==> src/imu_sst_pkg.sv <==
// ----------------------------------------------------------------------------
// IMU sample scale and timestamp package
// Types, register codes and fixed-point constants shared by the core.
// ----------------------------------------------------------------------------
package imu_sst_pkg;

  localparam int unsigned StampLimitDefault = 812;
  localparam int unsigned QueueDepthDefault = 4;

  localparam logic [15:0] UnwrapGap      = 16'd10;
  localparam logic [19:0] TickPeriodInit = 20'd49020;

  // Gyro scale factors: pi/28800 and pi/7200 in Q48, result taken in Q24.
  localparam logic [36:0] GyroFineQ48   = 37'd30704156910;
  localparam logic [36:0] GyroCoarseQ48 = 37'd122816627639;
  localparam logic [53:0] GyroHalf      = 54'd8388608;

  // Accel scale count * 98015 * 2^24 / 40e6, rounded, is rewritten as
  // count * 41110 + (count * 7354 + 7812) / 15625 with a floor division.
  localparam logic [15:0] AccelWhole = 16'd41110;
  localparam logic [12:0] AccelFrac  = 13'd7354;
  localparam logic [12:0] AccelRound = 13'd7812;
  localparam logic [13:0] AccelDiv   = 14'd15625;
  localparam logic [28:0] AccelRecip = 29'd281474976;  // floor(2^42 / 15625)
  localparam int unsigned AccelShift = 42;

  typedef enum logic [1:0] {
    CFG_ENABLE      = 2'd0,
    CFG_GYRO_MODE   = 2'd1,
    CFG_TICK_PERIOD = 2'd2,
    CFG_START_TIME  = 2'd3
  } cfg_index_e;

  typedef enum logic [1:0] {
    GYRO_UNSET  = 2'd0,
    GYRO_FINE   = 2'd1,
    GYRO_COARSE = 2'd2,
    GYRO_ZERO   = 2'd3
  } gyro_mode_e;

  typedef enum logic [1:0] {
    STATUS_FIRST  = 2'd0,
    STATUS_NORMAL = 2'd1,
    STATUS_ERROR  = 2'd2
  } status_e;

  typedef struct packed {
    logic              enable;
    gyro_mode_e        gyro_mode;
    logic [19:0]       tick_period_ns;
    logic [62:0]       start_time_ns;
  } cfg_t;

  typedef struct packed {
    logic signed [15:0] gyro_x_raw;
    logic signed [15:0] gyro_y_raw;
    logic signed [15:0] gyro_z_raw;
    logic signed [15:0] accel_x_raw;
    logic signed [15:0] accel_y_raw;
    logic signed [15:0] accel_z_raw;
    logic [15:0]        tick_stamp;
    logic [31:0]        frame_number;
  } imu_in_t;

  typedef struct packed {
    logic signed [31:0] gyro_x_rad;
    logic signed [31:0] gyro_y_rad;
    logic signed [31:0] gyro_z_rad;
    logic signed [31:0] accel_x_ms2;
    logic signed [31:0] accel_y_ms2;
    logic signed [31:0] accel_z_ms2;
    logic [62:0]        sample_time_ns;
    logic [35:0]        delta_ns;
    logic [31:0]        sequence_res;
    status_e            status;
  } imu_out_t;

  // One classified frame on its way from the front end to the datapath.
  typedef struct packed {
    logic [2:0][15:0] gyro_raw;
    logic [2:0][15:0] accel_raw;
    logic [31:0]      frame_number;
    logic [15:0]      diff;
    status_e          status;
  } entry_t;

endpackage

==> src/imu_sst_queue.sv <==
// ----------------------------------------------------------------------------
// IMU sample queue
// Short first-in first-out buffer between the front end and the datapath.
// ----------------------------------------------------------------------------
module imu_sst_queue #(
  parameter int unsigned Depth = imu_sst_pkg::QueueDepthDefault
) (
  input  logic                clk_i,
  input  logic                rst_ni,
  input  logic                push_i,
  input  imu_sst_pkg::entry_t entry_i,
  input  logic                pop_i,
  output logic                valid_o,
  output logic                full_o,
  output imu_sst_pkg::entry_t entry_o
);
  import imu_sst_pkg::*;

  localparam int unsigned PtrW = (Depth > 1) ? $clog2(Depth) : 1;
  localparam int unsigned CntW = $clog2(Depth + 1);

  entry_t            mem_q [Depth];
  logic [PtrW-1:0]   wr_ptr_q, wr_ptr_d;
  logic [PtrW-1:0]   rd_ptr_q, rd_ptr_d;
  logic [CntW-1:0]   count_q, count_d;
  logic              do_push, do_pop;

  assign valid_o = (count_q != '0);
  assign full_o  = (count_q == CntW'(Depth));
  assign do_push = push_i && !full_o;
  assign do_pop  = pop_i && valid_o;
  assign entry_o = mem_q[rd_ptr_q];

  always_comb begin
    wr_ptr_d = wr_ptr_q;
    rd_ptr_d = rd_ptr_q;
    if (do_push) begin
      wr_ptr_d = (wr_ptr_q == PtrW'(Depth - 1)) ? '0 : wr_ptr_q + PtrW'(1);
    end
    if (do_pop) begin
      rd_ptr_d = (rd_ptr_q == PtrW'(Depth - 1)) ? '0 : rd_ptr_q + PtrW'(1);
    end
    case ({do_push, do_pop})
      2'b10:   count_d = count_q + CntW'(1);
      2'b01:   count_d = count_q - CntW'(1);
      default: count_d = count_q;
    endcase
  end

  always_ff @(posedge clk_i) begin
    if (do_push) begin
      mem_q[wr_ptr_q] <= entry_i;
    end
  end

  always_ff @(posedge clk_i or negedge rst_ni) begin
    if (!rst_ni) begin
      wr_ptr_q <= '0;
      rd_ptr_q <= '0;
      count_q  <= '0;
    end else begin
      wr_ptr_q <= wr_ptr_d;
      rd_ptr_q <= rd_ptr_d;
      count_q  <= count_d;
    end
  end

endmodule

==> config.mk <==
export PLATFORM = sky130hd
export DESIGN_NAME = imu_sst_queue
export DESIGN_NICKNAME = d
export VERILOG_FILES = /design/src/imu_sst_pkg.sv /design/src/imu_sst_queue.sv
export SDC_FILE = /design/constraint.sdc
export NUM_CORES = 1
export LEC_CHECK = 0
export BUFFER_PORTS_ARGS = -buffer_cell sky130_fd_sc_hd__clkbuf_2
export CAP_MARGIN = 10
export CORE_UTILIZATION = 57
export CTS_CLUSTER_DIAMETER = 40
export DETAILED_ROUTE_END_ITERATION = 16
export GPL_TIMING_DRIVEN = 0
export PLACE_DENSITY = 0.9
export REMOVE_ABC_BUFFERS = 1
export SYNTH_ARGS = -nofsm -noshare
export SYNTH_HDL_FRONTEND = slang
export SYNTH_SLANG_ARGS = --single-unit
==> constraint.sdc <==
create_clock -name clk_i -period 6.4 [get_ports clk_i]
set_input_delay 1.92 -clock clk_i [delete_from_list [all_inputs] [get_ports clk_i]]
set_output_delay 1.92 -clock clk_i [all_outputs]
set_load 0.01 [all_outputs]
# Word level (Yosys, flattened, before mapping)
# Memory sizes are Yosys's and may differ from the RTL's.
# Cells that the tools add are included.
# classes
addsub	4
n_eq_ne	5
n_reduce_logical	5
muxes	5
# ops
cell	n
$eq A2 B2 Y1 const B	3
$pmux W3 S2	1
$add A2 B1 Y2 const B	2
$mux W2	2
$add A3 B1 Y3 const B	1
$eq A3 B3 Y1 const B	1
$reduce_bool A3 Y1	1
$sub A3 B1 Y3 const B	1
$eq A2 B1 Y1 const B	1
$logic_and A1 B1 Y1	2
$mux W1	2
$reduce_bool A2 Y1	1
$logic_not A1 Y1	1
# totals
reg_bits	7
ramBits	584
output_inout_bits	148
mem_count	1
in_bits	150
# mem_list
memory	words	word_bits	rd	rd_ports_with_merged_regs	write_ports	line_no	source
mem_q	4	146	1	0	1	imu_sst_queue.sv:22	entry_t mem_q [Depth];

# Depth between registers and ports, before layout
# depth
depth_word	5
depth_mapped	9
depth_no_buf	9

# Worst setup path before layout
# No wires, ideal clock.
# synth_path
path_type	input to register
from	input port push_i
to	memory mem_q[1][0] (netlist name) (enable)
slack_ns	0.262
t_arrival_ns	5.615
path_stages	2
cell_sequence	nor2b_1 -> and2_1
# synth_via
elab_chain_cells	3
# synth_lines
element	line_no	source
start: declaration	imu_sst_queue.sv:10	input logic push_i,
$logic_and A1 B1 Y1	imu_sst_queue.sv:30	assign do_push = push_i && !full_o;
$mux W1	imu_sst_queue.sv:51	if (do_push) begin
$mux W1 (not written as such)	imu_sst_queue.sv:52	mem_q[wr_ptr_q] <= entry_i;
end: declaration	imu_sst_queue.sv:22	
# Every way passes these cells.

==> impl_metrics.csv <==
group,metric,value,unit
placed_design,placed_area,0.0238,mm2
sta,fin_worst_skew,0.0318,ns
detailed_routing,wl,41500,um
placed_design,hpwl,24200,um
status,status,"finished clean",
sta,rsz0062_at_grt,"no",
placed_design,io_buffers,297,
synthesis,yosysSeqAreaShare,81.9,%
detailed_routing,drc_errors,0,
min_path,worstHoldPathType,"reg2reg",
final_layout,finalInstanceArea,0.0261,mm2
min_path,worstHoldStart,"count_q[2]",
global_routing,busiest_layer,"met2",
placed_design,routabilityCongestion,0.709,
final_layout,drive_above_1_share,47.4,%
floorplanning,die_width,197,um
critical_path,cp_max_fo,43,
floorplanning,initial_utilization,58.5,%
clocking,insertion_delay,0.58,ns
critical_path,crit_arrival,3.00,ns
clocking,cts_buffers,68,
synthesis,synthFlopType,"edfxtp_1",
synthesis,synth.most_common_cell,"edfxtp_1",
sta,tns,0,ns
critical_path,r2r_start,"count_q[2]",
synthesis,synth-async-reset-ratio,1.18,%
sta,fin_crit_sh,76.8,%
synthesis,synth_seq_cells,591,
synthesis,yosys_warnings,0,
synthesis,synth_cell_types,21,
detailed_routing,drtPass1Iterations,4,
clocking,clk_pin_slew_worst_paths,0.06,ns
placed_design,post-place-ws,2.03,ns
critical_path,rr_endpoint,"mem_q[3][89]",
critical_path,rrSetupSlack,3.86,ns
sta,report.final.slew_viol_count,0,
final_layout,syn2layout_area_growth,20.5,%
clocking,cts_buffer_depth,3,
power,total_power,12.6,mW
global_routing,grt-ovfl-total,0,
min_path,hold_end,"count_q[2]",
sta,min_period,4.92,ns
floorplanning,core-area,0.0370,mm2
synthesis,syn_area_per_cell,26.9,um2
detailed_routing,drtIter0Drc,659,
synthesis,synth-edff-count,584,
synthesis,synth_top_area_share,81.1,%
global_routing,use_met3,6.31,%
detailed_routing,routedWlPerCell,24.2,um
global_routing,use_met2,36.4,%
global_routing,grt_pass1_vias,10500,
clocking,ctsResizeCount,0,
global_routing,use_met1,27.9,%
detailed_routing,vias,9709,
synthesis,syn_area,0.0216,mm2
floorplanning,ios,298,
synthesis,syn_inst,803,
global_routing,grt_usage,21.9,%
sta,timing.fmax,203,MHz
global_routing,antenna_found_initial,2,
sta,slew_headroom,37.8,%
floorplanning,die_h,197,um
clocking,cts_max_level,3,
critical_path,cp_data_required_time,4.48,ns
sta,worst_slack,1.48,ns
global_routing,grt_pass1_wl,61900,um
clocking,cts_num_sinks,591,
clocking,clock-root-buffer,"clkbuf_16",
clocking,ctsHoldBuffers,0,
power,power.density,485,mW/mm2
sta,setup_viol,0,
clocking,cts_tree,"built",
detailed_routing,vias_per_cell,5.67,
critical_path,criticalPathCategory,"reg2out",
min_path,min_path_cells,1,
floorplanning,die_area,0.0387,mm2
power,peakVddDrop,0.387,mV
synthesis,ys_top_cells_by_count,"edfxtp_1 (584), mux4_2 (146), buf_2 (15)",
sta,worst_pin_slew,0.933,ns
sta,hold_viol,0,
clocking,post_cts_buffers,0,
critical_path,start_kind,"flip-flop",
run,maxCapViolCount,0,
final_layout,fin_nets,1310,
critical_path,end_kind,"primary output",
synthesis,synth_top_cells_by_area,"edfxtp_1 (81%), mux4_2 (15%), buf_12 (1.0%)",
power,p_leak,9.00,nW
synthesis,synth_area_leader_cell,"edfxtp_1",
detailed_routing,final_antenna_net_count,0,
critical_path,reg2regPathDepth,5,
floorplanning,num_rows,70,
global_routing,grt_max_degree,59,
critical path, cell delays in order (launching register included):
cell and delay [ns]:
dfrtp_4 0.86, buf_16 0.37, buf_16 0.34, mux4_2 0.58, clkbuf_2 0.16
kinds of logic (layout without fill, tap and decap cells):
group	after synthesis	count (layout)	synth area share, %
other	0	2	0
buffers and inverters	40	443	1.77
multiplexers	151	151	15.5
flip-flops	591	591	81.9
AND/OR/NAND/NOR	11	11	0.278
adder cells (fa/ha/maj)	7	7	0.440
XOR/XNOR	3	3	0.122
routing by layer:
layer  vias to the layer above  share of wire, %
met5                         -                 0
met4                         0               2.6
met3                        63               8.5
met2                       392                51
met1                      5048                38
li1                       4206                 -
how the worst max path moves through the flow:
stage,start,endpoint,slack (ns),depth (start not counted)
2_1_floorplan,rd_ptr_q[0],entry_o[0],-1.87,1
3_3_place_gp,rd_ptr_q[0],entry_o[54],-4.47,2
3_5_place_dp,rd_ptr_q[0],entry_o[54],2.03,4
4_1_cts,rd_ptr_q[0],entry_o[54],1.39,4
5_1_grt,rd_ptr_q[0],entry_o[54],1.29,4
6_report,rd_ptr_q[0],entry_o[53],1.48,4
registers in the layout, indices dropped and copies added (netlist names):
name,count
rd_ptr_q,2
count_q,3
mem_q,584
wr_ptr_q,2
final cells by class:
class	instances	area, um2
clock inverters	44	448
well taps	504	631
fillers	2179	10900
inverters	7	26.3
multi-input cells	172	3530
diodes	2	5.00
clock buffers	79	1760
repair buffers	313	1930
flip-flops and latches	591	17700
cell usage in the layout, fill, tap and decap left out, drive strengths merged:
cell	n
edfxtp	584
clkbuf	376
mux4	146
inv	23
clkinv	20
buf	16
dfrtp	7
ha	6
bufinv	5
and2	4
mux2	4
nor2	3
clkinvlp	3
diode	2
xor2	2
or3	1
nand2	1
nor3b	1
nor2b	1
mux2i	1
xnor2	1
fa	1
power breakdown:
group	total (mW)	internal (mW)	switching, mW
registers	5.43	5.11	0.323
logic	3.46	1.63	1.83
clock network	3.74	2.22	1.52
metrics by stage:
step | utilization, % | cells | hold WS, ns
final | 70.5 | 1712 | 0.481
after detailed placement | 64.5 | 1587 | 0.471
after CTS | 70.5 | 1710 | 0.483
after global placement | 63.3 | 1571 | 0.461
after global routing | 70.5 | 1711 | 0.497
after floorplan | - | 770 | 0.447
Power figures use the tool's default switching activity.
