File: src/imu_sst_pkg.sv
// ----------------------------------------------------------------------------
// IMU sample scale and timestamp package
// Types, register codes and fixed-point constants shared by the core.
// ----------------------------------------------------------------------------
package imu_sst_pkg;

  localparam int unsigned StampLimitDefault = 812;
  localparam int unsigned QueueDepthDefault = 4;

  localparam logic [15:0] UnwrapGap      = 16'd10;
  localparam logic [19:0] TickPeriodInit = 20'd49020;

  // Gyro scale factors: pi/28800 and pi/7200 in Q48, result taken in Q24.
  localparam logic [36:0] GyroFineQ48   = 37'd30704156910;
  localparam logic [36:0] GyroCoarseQ48 = 37'd122816627639;
  localparam logic [53:0] GyroHalf      = 54'd8388608;

  // Accel scale count * 98015 * 2^24 / 40e6, rounded, is rewritten as
  // count * 41110 + (count * 7354 + 7812) / 15625 with a floor division.
  localparam logic [15:0] AccelWhole = 16'd41110;
  localparam logic [12:0] AccelFrac  = 13'd7354;
  localparam logic [12:0] AccelRound = 13'd7812;
  localparam logic [13:0] AccelDiv   = 14'd15625;
  localparam logic [28:0] AccelRecip = 29'd281474976;  // floor(2^42 / 15625)
  localparam int unsigned AccelShift = 42;

  typedef enum logic [1:0] {
    CFG_ENABLE      = 2'd0,
    CFG_GYRO_MODE   = 2'd1,
    CFG_TICK_PERIOD = 2'd2,
    CFG_START_TIME  = 2'd3
  } cfg_index_e;

  typedef enum logic [1:0] {
    GYRO_UNSET  = 2'd0,
    GYRO_FINE   = 2'd1,
    GYRO_COARSE = 2'd2,
    GYRO_ZERO   = 2'd3
  } gyro_mode_e;

  typedef enum logic [1:0] {
    STATUS_FIRST  = 2'd0,
    STATUS_NORMAL = 2'd1,
    STATUS_ERROR  = 2'd2
  } status_e;

  typedef struct packed {
    logic              enable;
    gyro_mode_e        gyro_mode;
    logic [19:0]       tick_period_ns;
    logic [62:0]       start_time_ns;
  } cfg_t;

  typedef struct packed {
    logic signed [15:0] gyro_x_raw;
    logic signed [15:0] gyro_y_raw;
    logic signed [15:0] gyro_z_raw;
    logic signed [15:0] accel_x_raw;
    logic signed [15:0] accel_y_raw;
    logic signed [15:0] accel_z_raw;
    logic [15:0]        tick_stamp;
    logic [31:0]        frame_number;
  } imu_in_t;

  typedef struct packed {
    logic signed [31:0] gyro_x_rad;
    logic signed [31:0] gyro_y_rad;
    logic signed [31:0] gyro_z_rad;
    logic signed [31:0] accel_x_ms2;
    logic signed [31:0] accel_y_ms2;
    logic signed [31:0] accel_z_ms2;
    logic [62:0]        sample_time_ns;
    logic [35:0]        delta_ns;
    logic [31:0]        sequence_res;
    status_e            status;
  } imu_out_t;

  // One classified frame on its way from the front end to the datapath.
  typedef struct packed {
    logic [2:0][15:0] gyro_raw;
    logic [2:0][15:0] accel_raw;
    logic [31:0]      frame_number;
    logic [15:0]      diff;
    status_e          status;
  } entry_t;

endpackage

File: src/imu_sst_front.sv
// ----------------------------------------------------------------------------
// IMU sample front end
// Accepts frames, drops them when disabled or with the gyro mode unset, and unwraps the tick stamp.
// ----------------------------------------------------------------------------
module imu_sst_front #(
  parameter int unsigned StampLimit = imu_sst_pkg::StampLimitDefault
) (
  input  logic                 clk_i,
  input  logic                 rst_ni,
  input  imu_sst_pkg::cfg_t    cfg_i,
  input  logic                 in_valid_i,
  input  imu_sst_pkg::imu_in_t in_data_i,
  input  logic                 full_i,
  output logic                 in_stall_o,
  output logic                 push_o,
  output imu_sst_pkg::entry_t  entry_o
);
  import imu_sst_pkg::*;

  localparam logic [15:0] Limit = 16'(StampLimit);

  logic        first_q, first_d;
  logic [15:0] prev_q, prev_d;
  logic [15:0] largest_q, largest_d;
  logic [15:0] largest_new;
  logic [15:0] stamp;
  logic [15:0] diff;
  status_e     status;
  logic        run;

  assign stamp      = in_data_i.tick_stamp;
  assign in_stall_o = full_i;
  assign run        = in_valid_i && !full_i && cfg_i.enable && (cfg_i.gyro_mode != GYRO_UNSET);
  assign push_o     = run;

  always_comb begin
    first_d     = first_q;
    prev_d      = prev_q;
    largest_d   = largest_q;
    diff        = '0;
    status      = STATUS_FIRST;
    largest_new = (stamp > largest_q) ? stamp : largest_q;
    if (first_q) begin
      status = STATUS_FIRST;
      if (run) begin
        first_d = 1'b0;
      end
    end else if (stamp > Limit) begin
      status = STATUS_ERROR;
    end else begin
      status = STATUS_NORMAL;
      // A stamp that went backwards is treated as a wrap past the largest one seen.
      if (stamp > prev_q) begin
        diff = stamp - prev_q;
      end else if (stamp < prev_q) begin
        diff = largest_new - prev_q + UnwrapGap + stamp;
      end
      if (run) begin
        largest_d = largest_new;
        prev_d    = stamp;
      end
    end
  end

  always_comb begin
    entry_o.gyro_raw[0]  = in_data_i.gyro_x_raw;
    entry_o.gyro_raw[1]  = in_data_i.gyro_y_raw;
    entry_o.gyro_raw[2]  = in_data_i.gyro_z_raw;
    entry_o.accel_raw[0] = in_data_i.accel_x_raw;
    entry_o.accel_raw[1] = in_data_i.accel_y_raw;
    entry_o.accel_raw[2] = in_data_i.accel_z_raw;
    entry_o.frame_number = in_data_i.frame_number;
    entry_o.diff         = diff;
    entry_o.status       = status;
  end

  always_ff @(posedge clk_i or negedge rst_ni) begin
    if (!rst_ni) begin
      first_q   <= 1'b1;
      prev_q    <= 16'hFFFF;
      largest_q <= '0;
    end else begin
      first_q   <= first_d;
      prev_q    <= prev_d;
      largest_q <= largest_d;
    end
  end

endmodule

File: config.mk
export PLATFORM = sky130hd
export DESIGN_NAME = imu_sst_front
export DESIGN_NICKNAME = d
export VERILOG_FILES = /design/src/imu_sst_pkg.sv /design/src/imu_sst_front.sv
export SDC_FILE = /design/constraint.sdc
export NUM_CORES = 1
export LEC_CHECK = 0
export BUFFER_PORTS_ARGS = -buffer_cell sky130_fd_sc_hd__buf_2
export CAP_MARGIN = 10
export CORE_AREA = 4 4 148 150
export DETAILED_ROUTE_END_ITERATION = 16
export DIE_AREA = 0 0 152 154
export PLACE_DENSITY = 0.67
export SETUP_SLACK_MARGIN = 0.15
export SLEW_MARGIN = 40
export SYNTH_ARGS = -nofsm -noshare
export SYNTH_HDL_FRONTEND = slang
export SYNTH_SLANG_ARGS = --single-unit
File: constraint.sdc
create_clock -name clk_i -period 5.3 [get_ports clk_i]
set_input_delay 0.53 -clock clk_i [delete_from_list [all_inputs] [get_ports clk_i]]
set_output_delay 0.53 -clock clk_i [all_outputs]
set_load 0.02 [all_outputs]
After elaboration in Yosys (flattened, before gate mapping) --
Index checks and enable logic that the tools add are counted.
Word-level totals: flip-flop bits (word level) 33, input bits 234, output and inout bits 148, logic and storage cells 28
Cells by class: $add $sub $neg 4, $lt $le $gt $ge 4, mux-type cells 9, bitwise operators 2, reduce and logical (&&, ||, !) cells 6
Operator list (count):
- 16-bit 2-to-1 mux | 5
- 16-bit greater-than comparator | 2
- 16-bit subtractor | 2
- 16-bit adder | 1
- 16-bit by 4-bit adder with 16-bit output, second input constant | 1
- 16-bit by 10-bit greater-than comparator with 1-bit output, second input constant | 1
- 16-bit < comparator | 1
- 2-bit 2-to-1 mux | 2
- 1-bit logical AND | 3
- 3-bit AND reduction | 1
- 1-bit 2-to-1 mux | 2
- 1-bit inverter | 2
- 2-bit nonzero test | 1
- 1-bit logical NOT | 1

Longest topological paths before layout --
Gate-level depths: netlist of the first run.
depth in word-level cells 9, mapped depth 23, depth with buffers taken out 22

Least setup slack after synthesis of the first run --
OpenSTA, ideal clock, no wires.
path type input port to output port, from input in_data_i[34] (netlist name), to output entry_o[12] (netlist name), arrival 4959 ps, required time 4770 ps, path slack -189 ps, stages 18, cells stage by stage ha_1 o21ai_0 a21oi_1 o41ai_1 o211ai_2 nand2_1 buf_1 mux2_2 fa_1 ha_1 ha_1 o21a_1 o21a_1 a41oi_1 nor2b_1 xnor2_1 nor2_1 a211oi_1
RTL lines:
- start, declared | RTL line imu_sst_front.sv:12 | input imu_sst_pkg::imu_in_t in_data_i,
- end, declared | RTL line imu_sst_front.sv:16 | output imu_sst_pkg::entry_t entry_o

==> metrics.log, run 1 <==
[metrics] result of the run: finished, violations left
[metrics] violations in the final reports: setup timing
[metrics] routed length per placed instance: 15.5 µm
[metrics] power spent charging and discharging nets: 0.313 mW
[metrics] estimated wirelength of the detail-placed design: 9850 µm
[metrics] worst-case headroom to the max-slew limit: 64.4%
[metrics] post-route worst setup slack: -0.286 ns
[metrics] launching instance or port of the critical path: largest_q[13]
[metrics] pins over their slew limit: 0
[metrics] Starting DRT DRC Count: 210
[metrics] post-synth net total: 915
[metrics] required time of the critical path: roughly 4.8 ns
[metrics] top-level I/O count: 382
[metrics] RSZ-0062 raised after global routing: true
[metrics] # hold bufs at CTS: 0
[metrics] register bit count reported by yosys: 33
[metrics] sort of element at the end of the critical path: primary output
[metrics] Final setup viols: 16
[metrics] static leakage: 2.83 nW
[metrics] critical path depth in cells: 23
[metrics] combinational group share of total power: 40.9%
[metrics] via count of the first global-routing pass: 4,031
[metrics] setup slack at placement: -0.397 ns
[metrics] launch instance of the worst register-to-register path: largest_q[2]
[metrics] kind of critical path: flop to primary output
[metrics] Largest stage delay, worst path: 0.41 ns
[metrics] Initial Utilization: 24.0%
[metrics] depth of the worst register-to-register path: 37
[metrics] Crit path buffers/inverters: 4
[metrics] Clock Power Share: a little under a third
[metrics] H-tree levels: 2
[metrics] most common library cell in the layout ignoring fill and taps: sky130_fd_sc_hd__buf_4
[metrics] fraction of layout instances using a drive strength above 1: 39.2%
[metrics] Hold Violations, Final: 0
[metrics] number of I/O port buffers: 42
[metrics] remaining design rule violation count: 0
[metrics] initial antenna violation count: 1
[metrics] largest delay contributor family on the critical path: compound AO/OA/AOI/OAI gates
[metrics] sequential share of power: 28.8%
[metrics] router iterations before antenna repair: 4
[metrics] timing endpoint of the critical path: entry_o[17]
[metrics] Remaining Overflow, GRT: 0
[metrics] Vert. Die Dim: 154 µm
[metrics] Power Internal: ~0.6 mW
[metrics] Fin Clk Skew: 0.00755 ns
[metrics] routed wire length: between 10,000 and 15,000 µm
[metrics] cell count after synthesis: 604
[metrics] RD Place Congestion: 0.807
[metrics] clock root cell: sky130_fd_sc_hd__clkbuf_16
[metrics] transition time at the pin with the least slew margin: 0.534 ns
[metrics] VDD IR max: 0.112 mV
[metrics] count of different cell masters after synthesis: 44
[metrics] total routing usage reported by global routing: 11.2%
[metrics] number of buffers inserted during clock tree synthesis: 5
[metrics] Avg Vias per Cell: roughly 4.4
[metrics] cells along the critical path: inv_2 -> ha_4 -> nand4_1 -> nor4_2 -> o41ai_2 -> o211ai_2 -> nand2_2 -> mux2_4 -> fa_2 -> inv_2 -> fa_1 -> inv_2 -> ha_4 -> nor2b_4 -> o31a_1 -> o2111ai_4 -> nand3_2 -> a31oi_4 -> o21bai_1 -> a21oi_2 -> xnor2_1 -> o211a_1 -> buf_6
[metrics] largest net degree at the start of global routing: 34
[metrics] Crit path top cell by count: sky130_fd_sc_hd__inv_2
[metrics] Worst Path Arrival: 5.06 ns
[metrics] total of max-cap violations: 0
[metrics] Antenna diodes: 0
[metrics] syn_area_per_cell: ~8.2 µm²
[metrics] combined area of all synthesized cells: 4960 µm²
[metrics] CTS clock-pin slew for the worst setup and hold paths: 0.05 ns
[metrics] shortest clock period the worst path allows after layout: 5.59 ns
[metrics] Rows: 53
[metrics] clock net sink count: 33
[metrics] total die area: around 23,000 µm²
[metrics] clock tree buffer depth: 2
[metrics] fraction of power spent switching nets: between 30% and 40%
[metrics] Die Wd: roughly 150 µm
[metrics] overall power of the completed layout: 0.931 mW
[metrics] clock insertion delay at the later pin of the skew report: 0.29 ns
[metrics] worst reg2reg setup slack: -0.16 ns
[metrics] Slowest cell on crit path: sky130_fd_sc_hd__fa_1
[metrics] achievable clock frequency: 179 MHz
[metrics] area growth from synthesis to final layout: 16.9%
[metrics] leading cell types in the layout, fill and taps excluded: 77 x sky130_fd_sc_hd__buf_4, 50 x sky130_fd_sc_hd__inv_1, 44 x sky130_fd_sc_hd__nand2_1, 44 x sky130_fd_sc_hd__ha_1
[metrics] worst hold-check path type: input pin to asynchronous set/reset pin
[metrics] post-route cell area: 5800 µm²
[metrics] capturing point of the worst reg2reg path: largest_q[9]
[metrics] Total Nets Final: 915
[metrics] first-pass GRT wire length: ~21,000 µm
[metrics] Std-Cell Core Area: about 21,000 µm²
[metrics] remaining antenna violation count: 0
[metrics] CTS tree: built
[metrics] worst-path fanout max: 4
[metrics] placed instance area: between 5000 and 6000 µm²
[metrics] power per unit of standard cell area: 160 nW/µm²
[metrics] Vias: 3,915
[metrics] Synth warnings: 0
[metrics] final worst path period share: 105%
[metrics] category of the worst setup path launch point: flop
[metrics] sequential fraction of the synthesis area: around 17%
metrics by stage:
step	setup TNS, ns	instances	hold WS (ns)	utilization [%]
finish	-1.98	880	0.182	28.0
floorplan	0	604	0.234	-
CTS	-0.381	875	0.339	27.5
global route	-4.91	880	0.218	28.0
global placement	-1.47	833	0.450	24.3
detailed placement	-1.31	833	0.456	24.3
cell type report:
class	instances	area (µm²)
multi-input cells	371	3250
inverters	59	221
clock buffers	7	133
clock inverters	1	5.00
fillers	2164	14900
well taps	275	344
repair buffers	134	1000
flip-flops and latches	33	847
cells by family after synthesis:
family / after synthesis / synth area share, %
AO/OA/AOI/OAI: 115 / 14.3
XOR/XNOR: 24 / 4.23
adder cells (fa/ha/maj): 77 / 21.8
buffers and inverters: 200 / 24.9
flip-flops: 33 / 17.1
multiplexers: 22 / 4.91
AND/OR/NAND/NOR: 133 / 12.7
power groups by stage:
| stage | Combinational (mW) | Clock, mW | Sequential, mW |
|---|---|---|---|
| 2_1_floorplan | 0.370 | 0 | 0.271 |
| 3_3_place_gp | 0.334 | 0 | 0.271 |
| 3_5_place_dp | 0.339 | 0 | 0.272 |
| 4_1_cts | 0.369 | 0.290 | 0.268 |
| 5_1_grt | 0.426 | 0.297 | 0.268 |
| 6_report | 0.381 | 0.283 | 0.268 |
worst min-delay path by stage:
stage | startpoint | to | slack (ns) | cells past startpoint
floorplan | rst_ni | largest_q[0] | 0.23 | 0
global placement | prev_q[15] | prev_q[15] | 0.45 | 2
detailed placement | prev_q[15] | prev_q[15] | 0.46 | 2
CTS | rst_ni | largest_q[12] | 0.34 | 1
global route | rst_ni | largest_q[12] | 0.22 | 1
finish | rst_ni | largest_q[13] | 0.18 | 1
layer usage:
layer	GRT usage, %	up-vias	share of wire [%]
met2	18.8	102	47
met5	0	-	0.051
met4	4.79	2	4.0
met1	13.6	1829	43
met3	3.01	61	6.1
li1	-	1921	-
Yosys cell counts:
cell type / instances / share of area [%]
sky130_fd_sc_hd__nor4_1: 3 / 0.38
sky130_fd_sc_hd__nor3_4: 1 / 0.33
sky130_fd_sc_hd__nand3_4: 1 / 0.35
sky130_fd_sc_hd__or2_2: 2 / 0.25
sky130_fd_sc_hd__buf_2: 2 / 0.20
sky130_fd_sc_hd__a21oi_1: 37 / 3.7
sky130_fd_sc_hd__xnor2_1: 20 / 3.5
sky130_fd_sc_hd__nand3_1: 13 / 1.3
sky130_fd_sc_hd__a32o_1: 1 / 0.20
sky130_fd_sc_hd__o41ai_1: 1 / 0.18
sky130_fd_sc_hd__a21o_1: 8 / 1.2
sky130_fd_sc_hd__buf_1: 2 / 0.15
sky130_fd_sc_hd__inv_1: 59 / 4.5
sky130_fd_sc_hd__o21a_1: 9 / 1.4
sky130_fd_sc_hd__a31oi_1: 12 / 1.5
sky130_fd_sc_hd__mux2i_1: 3 / 0.60
sky130_fd_sc_hd__ha_1: 61 / 15
sky130_fd_sc_hd__o31ai_1: 2 / 0.30
sky130_fd_sc_hd__dfrtp_1: 16 / 8.1
sky130_fd_sc_hd__nor2b_1: 5 / 0.63
sky130_fd_sc_hd__o31a_1: 1 / 0.18
sky130_fd_sc_hd__a21boi_0: 2 / 0.30
sky130_fd_sc_hd__nand2_1: 45 / 3.4
sky130_fd_sc_hd__mux2_2: 19 / 4.3
sky130_fd_sc_hd__o21ai_0: 24 / 2.4
sky130_fd_sc_hd__or3_1: 2 / 0.25
sky130_fd_sc_hd__fa_1: 16 / 6.5
sky130_fd_sc_hd__a41oi_1: 2 / 0.35
sky130_fd_sc_hd__o21bai_1: 4 / 0.60
sky130_fd_sc_hd__dfstp_2: 17 / 9.0
sky130_fd_sc_hd__nor2_1: 37 / 2.8
sky130_fd_sc_hd__nor4_2: 1 / 0.25
sky130_fd_sc_hd__xor2_1: 4 / 0.71
sky130_fd_sc_hd__o2111ai_1: 1 / 0.18
sky130_fd_sc_hd__o211ai_2: 1 / 0.25
sky130_fd_sc_hd__a211oi_1: 5 / 0.76
sky130_fd_sc_hd__o211ai_1: 4 / 0.60
sky130_fd_sc_hd__nand4_1: 8 / 1.0
sky130_fd_sc_hd__clkbuf_1: 8 / 0.60
sky130_fd_sc_hd__nand2b_1: 5 / 0.63
sky130_fd_sc_hd__buf_4: 129 / 20
sky130_fd_sc_hd__nor3_1: 8 / 0.81
sky130_fd_sc_hd__o211a_1: 1 / 0.20
sky130_fd_sc_hd__or4_1: 2 / 0.30
sequential cells by signal, summed over array words and instances, names as in the netlist:
register and count:
largest_q 16, prev_q 16, first_q 1
worst reg2reg max path, delay by kind of cell, from the launching register on:
kind | cells | cell delay (ns)
compound gates | 4 | 0.79
fa+ha+maj | 1 | 0.19
buf+inv | 30 | 3.44
flops | 1 | 0.38
mux | 1 | 0.37
simple gates | 1 | 0.18
timing repair:
action,4_1_cts,5_1_grt
gates resized for setup,62,16
buffers inserted,34,5
endpoints found under the setup margin,10,26
pin swaps,29,13
No activity file was read; power rests on OpenSTA's default activity.
==> run 2: changes to the inputs <==
==> constraint.sdc (replaced) <==
create_clock -name clk_i -period 4.7 [get_ports clk_i]
set_input_delay 0.47 -clock clk_i [delete_from_list [all_inputs] [get_ports clk_i]]
set_output_delay 0.47 -clock clk_i [all_outputs]
set_load 0.02 [all_outputs]
==> metrics.log, run 2 (synthesis results as in run 1) <==
[metrics] result of the run: finished, violations left
[metrics] via count of the first global-routing pass: 4,027 (-0.099%)
[metrics] static leakage: 2.79 nW (-1.6%)
[metrics] RD Place Congestion: 0.814 (+0.87%)
[metrics] sort of element at the end of the critical path: primary output
[metrics] cells along the critical path: inv_2 -> ha_4 -> nand4_1 -> nor4_2 -> o41ai_2 -> o211ai_2 -> nand2_2 -> mux2_4 -> fa_2 -> inv_2 -> fa_1 -> inv_2 -> ha_4 -> nor2b_4 -> o31a_1 -> o2111ai_2 -> nand3_2 -> a31oi_4 -> o21bai_1 -> a21oi_2 -> xnor2_1 -> o211a_1 -> buf_6
[metrics] Vias: 3,863 (-1.3%)
[metrics] final worst path period share: 112%
[metrics] hold slack: 0.134 ns (-0.0475 ns)
[metrics] required time of the critical path: 4.23 ns (-0.54 ns)
[metrics] Largest stage delay, worst path: 0.42 ns (about the same)
[metrics] first-pass GRT wire length: 20,000 µm (-5.9%)
[metrics] power spent charging and discharging nets: 0.365 mW (+16%)
[metrics] number of buffers inserted during clock tree synthesis: 5 (unchanged)
[metrics] largest net degree at the start of global routing: 34 (unchanged)
[metrics] number of standard cells in the layout, taps in and fillers out: 874 (-0.68%)
[metrics] Die Wd: 152 µm (unchanged)
[metrics] Initial Utilization: 24.0% (unchanged)
[metrics] kind of critical path: flop to primary output
[metrics] CTS tree: built
[metrics] worst-case headroom to the max-slew limit: 44.0% (-20 points)
[metrics] Post-Route Utilization: 27.9% (-0.15 points)
[metrics] total of max-cap violations: 0 (unchanged)
[metrics] Final setup viols: 11 (-5)
[metrics] worst reg2reg setup slack: 2.30 ns (+2.46 ns)
[metrics] Vert. Die Dim: 154 µm (unchanged)
[metrics] leading registers by flop count: largest_q x16, prev_q x16, first_q x1
[metrics] pins over their slew limit: 0 (unchanged)
[metrics] met3 track demand over resource: 2.56% (-0.45 points)
[metrics] Avg Vias per Cell: 4.42 (-0.65%)
[metrics] Slowest cell on crit path: sky130_fd_sc_hd__fa_1
[metrics] total die area: 23,400 µm² (unchanged)
[metrics] clock net sink count: 33 (unchanged)
[metrics] Crit path top cell by count: sky130_fd_sc_hd__inv_2
[metrics] Worst Path Arrival: 4.81 ns (-0.25 ns)
[metrics] met2 Resource Use GR: 17.9% (-0.89 points)
[metrics] Clock Power Share: 29.0% (-1.3 points)
[metrics] violations in the final reports: setup timing
[metrics] total routing usage reported by global routing: 10.3% (-0.92 points)
[metrics] top-level I/O count: 382 (unchanged)
[metrics] fraction of layout instances using a drive strength above 1: 40.1% (+0.89 points)
[metrics] Fin Clk Skew: 0.00583 ns (-0.00172 ns)
[metrics] Remaining Overflow, GRT: 0 (unchanged)
[metrics] estimated wirelength of the detail-placed design: 10,200 µm (+3.8%)
[metrics] Power Internal: 0.715 mW (+16%)
[metrics] routed length per placed instance: 14.3 µm (-7.4%)
[metrics] VDD IR max: 0.102 mV (-9.2%)
[metrics] Std-Cell Core Area: 20,700 µm² (unchanged)
[metrics] capturing point of the worst reg2reg path: largest_q[2]
[metrics] Starting DRT DRC Count: 84 (-60%)
[metrics] post-route worst setup slack: -0.578 ns (-0.292 ns)
[metrics] busiest layer in global routing: met2
[metrics] worst-path fanout max: 3 (-1)
[metrics] leading cell types in the layout, fill and taps excluded: 82 x sky130_fd_sc_hd__buf_4, 52 x sky130_fd_sc_hd__inv_1, 46 x sky130_fd_sc_hd__ha_1, 42 x sky130_fd_sc_hd__nand2_1, 35 x sky130_fd_sc_hd__nor2_1
[metrics] CTS clock-pin slew for the worst setup and hold paths: 0.05 ns (about the same)
[metrics] router iterations before antenna repair: 4 (unchanged)
[metrics] remaining design rule violation count: 0 (unchanged)
[metrics] RSZ-0062 raised after global routing: true
[metrics] category of the worst setup path launch point: flop
[metrics] clock insertion delay at the later pin of the skew report: 0.28 ns (about the same)
[metrics] routed wire length: 12,500 µm (-8.0%)
[metrics] Hold Violations, Final: 0 (unchanged)
[metrics] combinational group share of total power: 43.0% (+2.1 points)
[metrics] initial antenna violation count: 1 (unchanged)
[metrics] number of placed cells counting well taps: 854 (+2.5%)
[metrics] placed instance area: 5250 µm² (+4.4%)
[metrics] area growth from synthesis to final layout: 16.3%
[metrics] sequential share of power: 28.0% (-0.8 points)
[metrics] depth of the worst register-to-register path: 11 (-70%)
[metrics] clock root cell: sky130_fd_sc_hd__clkbuf_16
[metrics] power per unit of standard cell area: 187 nW/µm² (+17%)
[metrics] remaining antenna violation count: 0 (unchanged)
[metrics] most common library cell in the layout ignoring fill and taps: sky130_fd_sc_hd__buf_4
[metrics] number of I/O port buffers: 42 (unchanged)
[metrics] Total Nets Final: 909 (-0.66%)
[metrics] achievable clock frequency: 189 MHz
[metrics] worst hold-check path type: input pin to asynchronous set/reset pin
[metrics] fraction of power spent switching nets: 33.8% (+0.13 points)
[metrics] overall power of the completed layout: 1.08 mW (+16%)
[metrics] shortest clock period the worst path allows after layout: 5.28 ns
[metrics] clock tree buffer depth: 2 (unchanged)
[metrics] Rows: 53 (unchanged)
[metrics] Antenna diodes: 0 (unchanged)
[metrics] H-tree levels: 2 (unchanged)
[metrics] met1 Use GR: 12.6% (-1.0 points)
[metrics] transition time at the pin with the least slew margin: 0.833 ns (+0.298 ns)
[metrics] post-route cell area: 5770 µm² (-0.52%)
[metrics] launch instance of the worst register-to-register path: largest_q[9]
[metrics] # hold bufs at CTS: 0 (unchanged)
-- run 2: cell types whose count changed in the layout (fill, tap and decap cells not counted), moves of 5 or more --
cell and delta:
sky130_fd_sc_hd__mux2_4 -8, sky130_fd_sc_hd__mux2_2 +8, sky130_fd_sc_hd__buf_4 +5, sky130_fd_sc_hd__buf_2 -7
-- run 2: metrics by stage --
step,setup TNS [ns],worst slack [ns]
after floorplan,-0.616,-0.295
after global placement,-4.88,-0.642
after detailed placement,-4.37,-0.635
after CTS,-4.44,-0.642
after global routing,-7.58,-0.843
final,-4.89,-0.578
-- run 2: critical path, delay by kind of cell, from the launching register on --
family                   cells  cell delay, ns
AO/OA/AOI/OAI                8            1.39
XOR/XNOR                     1            0.07
adder cells (fa/ha/maj)      4            1.23
buffers and inverters        4            0.33
flip-flops                   1            0.38
multiplexers                 1            0.31
AND/OR/NAND/NOR              5            0.83
-- run 2: final cells by class --
type,instances,area [µm²]
Timing Repair Buffer,128,958
Multi-Input combinational cell,371,3260
Fill cell,2207,14900
Clock buffer,6,129
Inverter,59,221
Sequential cell,33,847
Clock inverter,2,10.0
Tap cell,275,344
-- run 2: per-layer routing --
| metal | up-vias | part of all wire [%] |
|---|---|---|
| met2 | 99 | 49 |
| met3 | 40 | 6.3 |
| met5 | - | 0.10 |
| met1 | 1823 | 43 |
| li1 | 1899 | - |
| met4 | 2 | 1.9 |
-- run 2: timing repair --
item,CTS,global route
resized for setup,44,28
buffers inserted,7,5
endpoints found under the hold margin,0,0
endpoints found under the setup margin,13,14
pin swaps,40,28
cloned,0,0
-- run 2: how the worst max path moves through the flow --
stage | from | to | slack, ns | cells after the start
2_1_floorplan | in_data_i[41] | entry_o[17] | -0.29 | 21
3_3_place_gp | in_data_i[41] | entry_o[16] | -0.64 | 22
3_5_place_dp | in_data_i[41] | entry_o[17] | -0.64 | 24
4_1_cts | largest_q[11] | entry_o[17] | -0.64 | 23
5_1_grt | largest_q[9] | entry_o[17] | -0.84 | 24
6_report | largest_q[9] | entry_o[17] | -0.58 | 23
-- run 2: power groups by stage --
| stage | clock [mW] | sequential [mW] | combinational, mW |
|---|---|---|---|
| after floorplan | 0 | 0.305 | 0.426 |
| after global placement | 0 | 0.306 | 0.400 |
| after detailed placement | 0 | 0.306 | 0.402 |
| after CTS | 0.324 | 0.302 | 0.435 |
| after global routing | 0.334 | 0.303 | 0.515 |
| final | 0.314 | 0.302 | 0.464 |
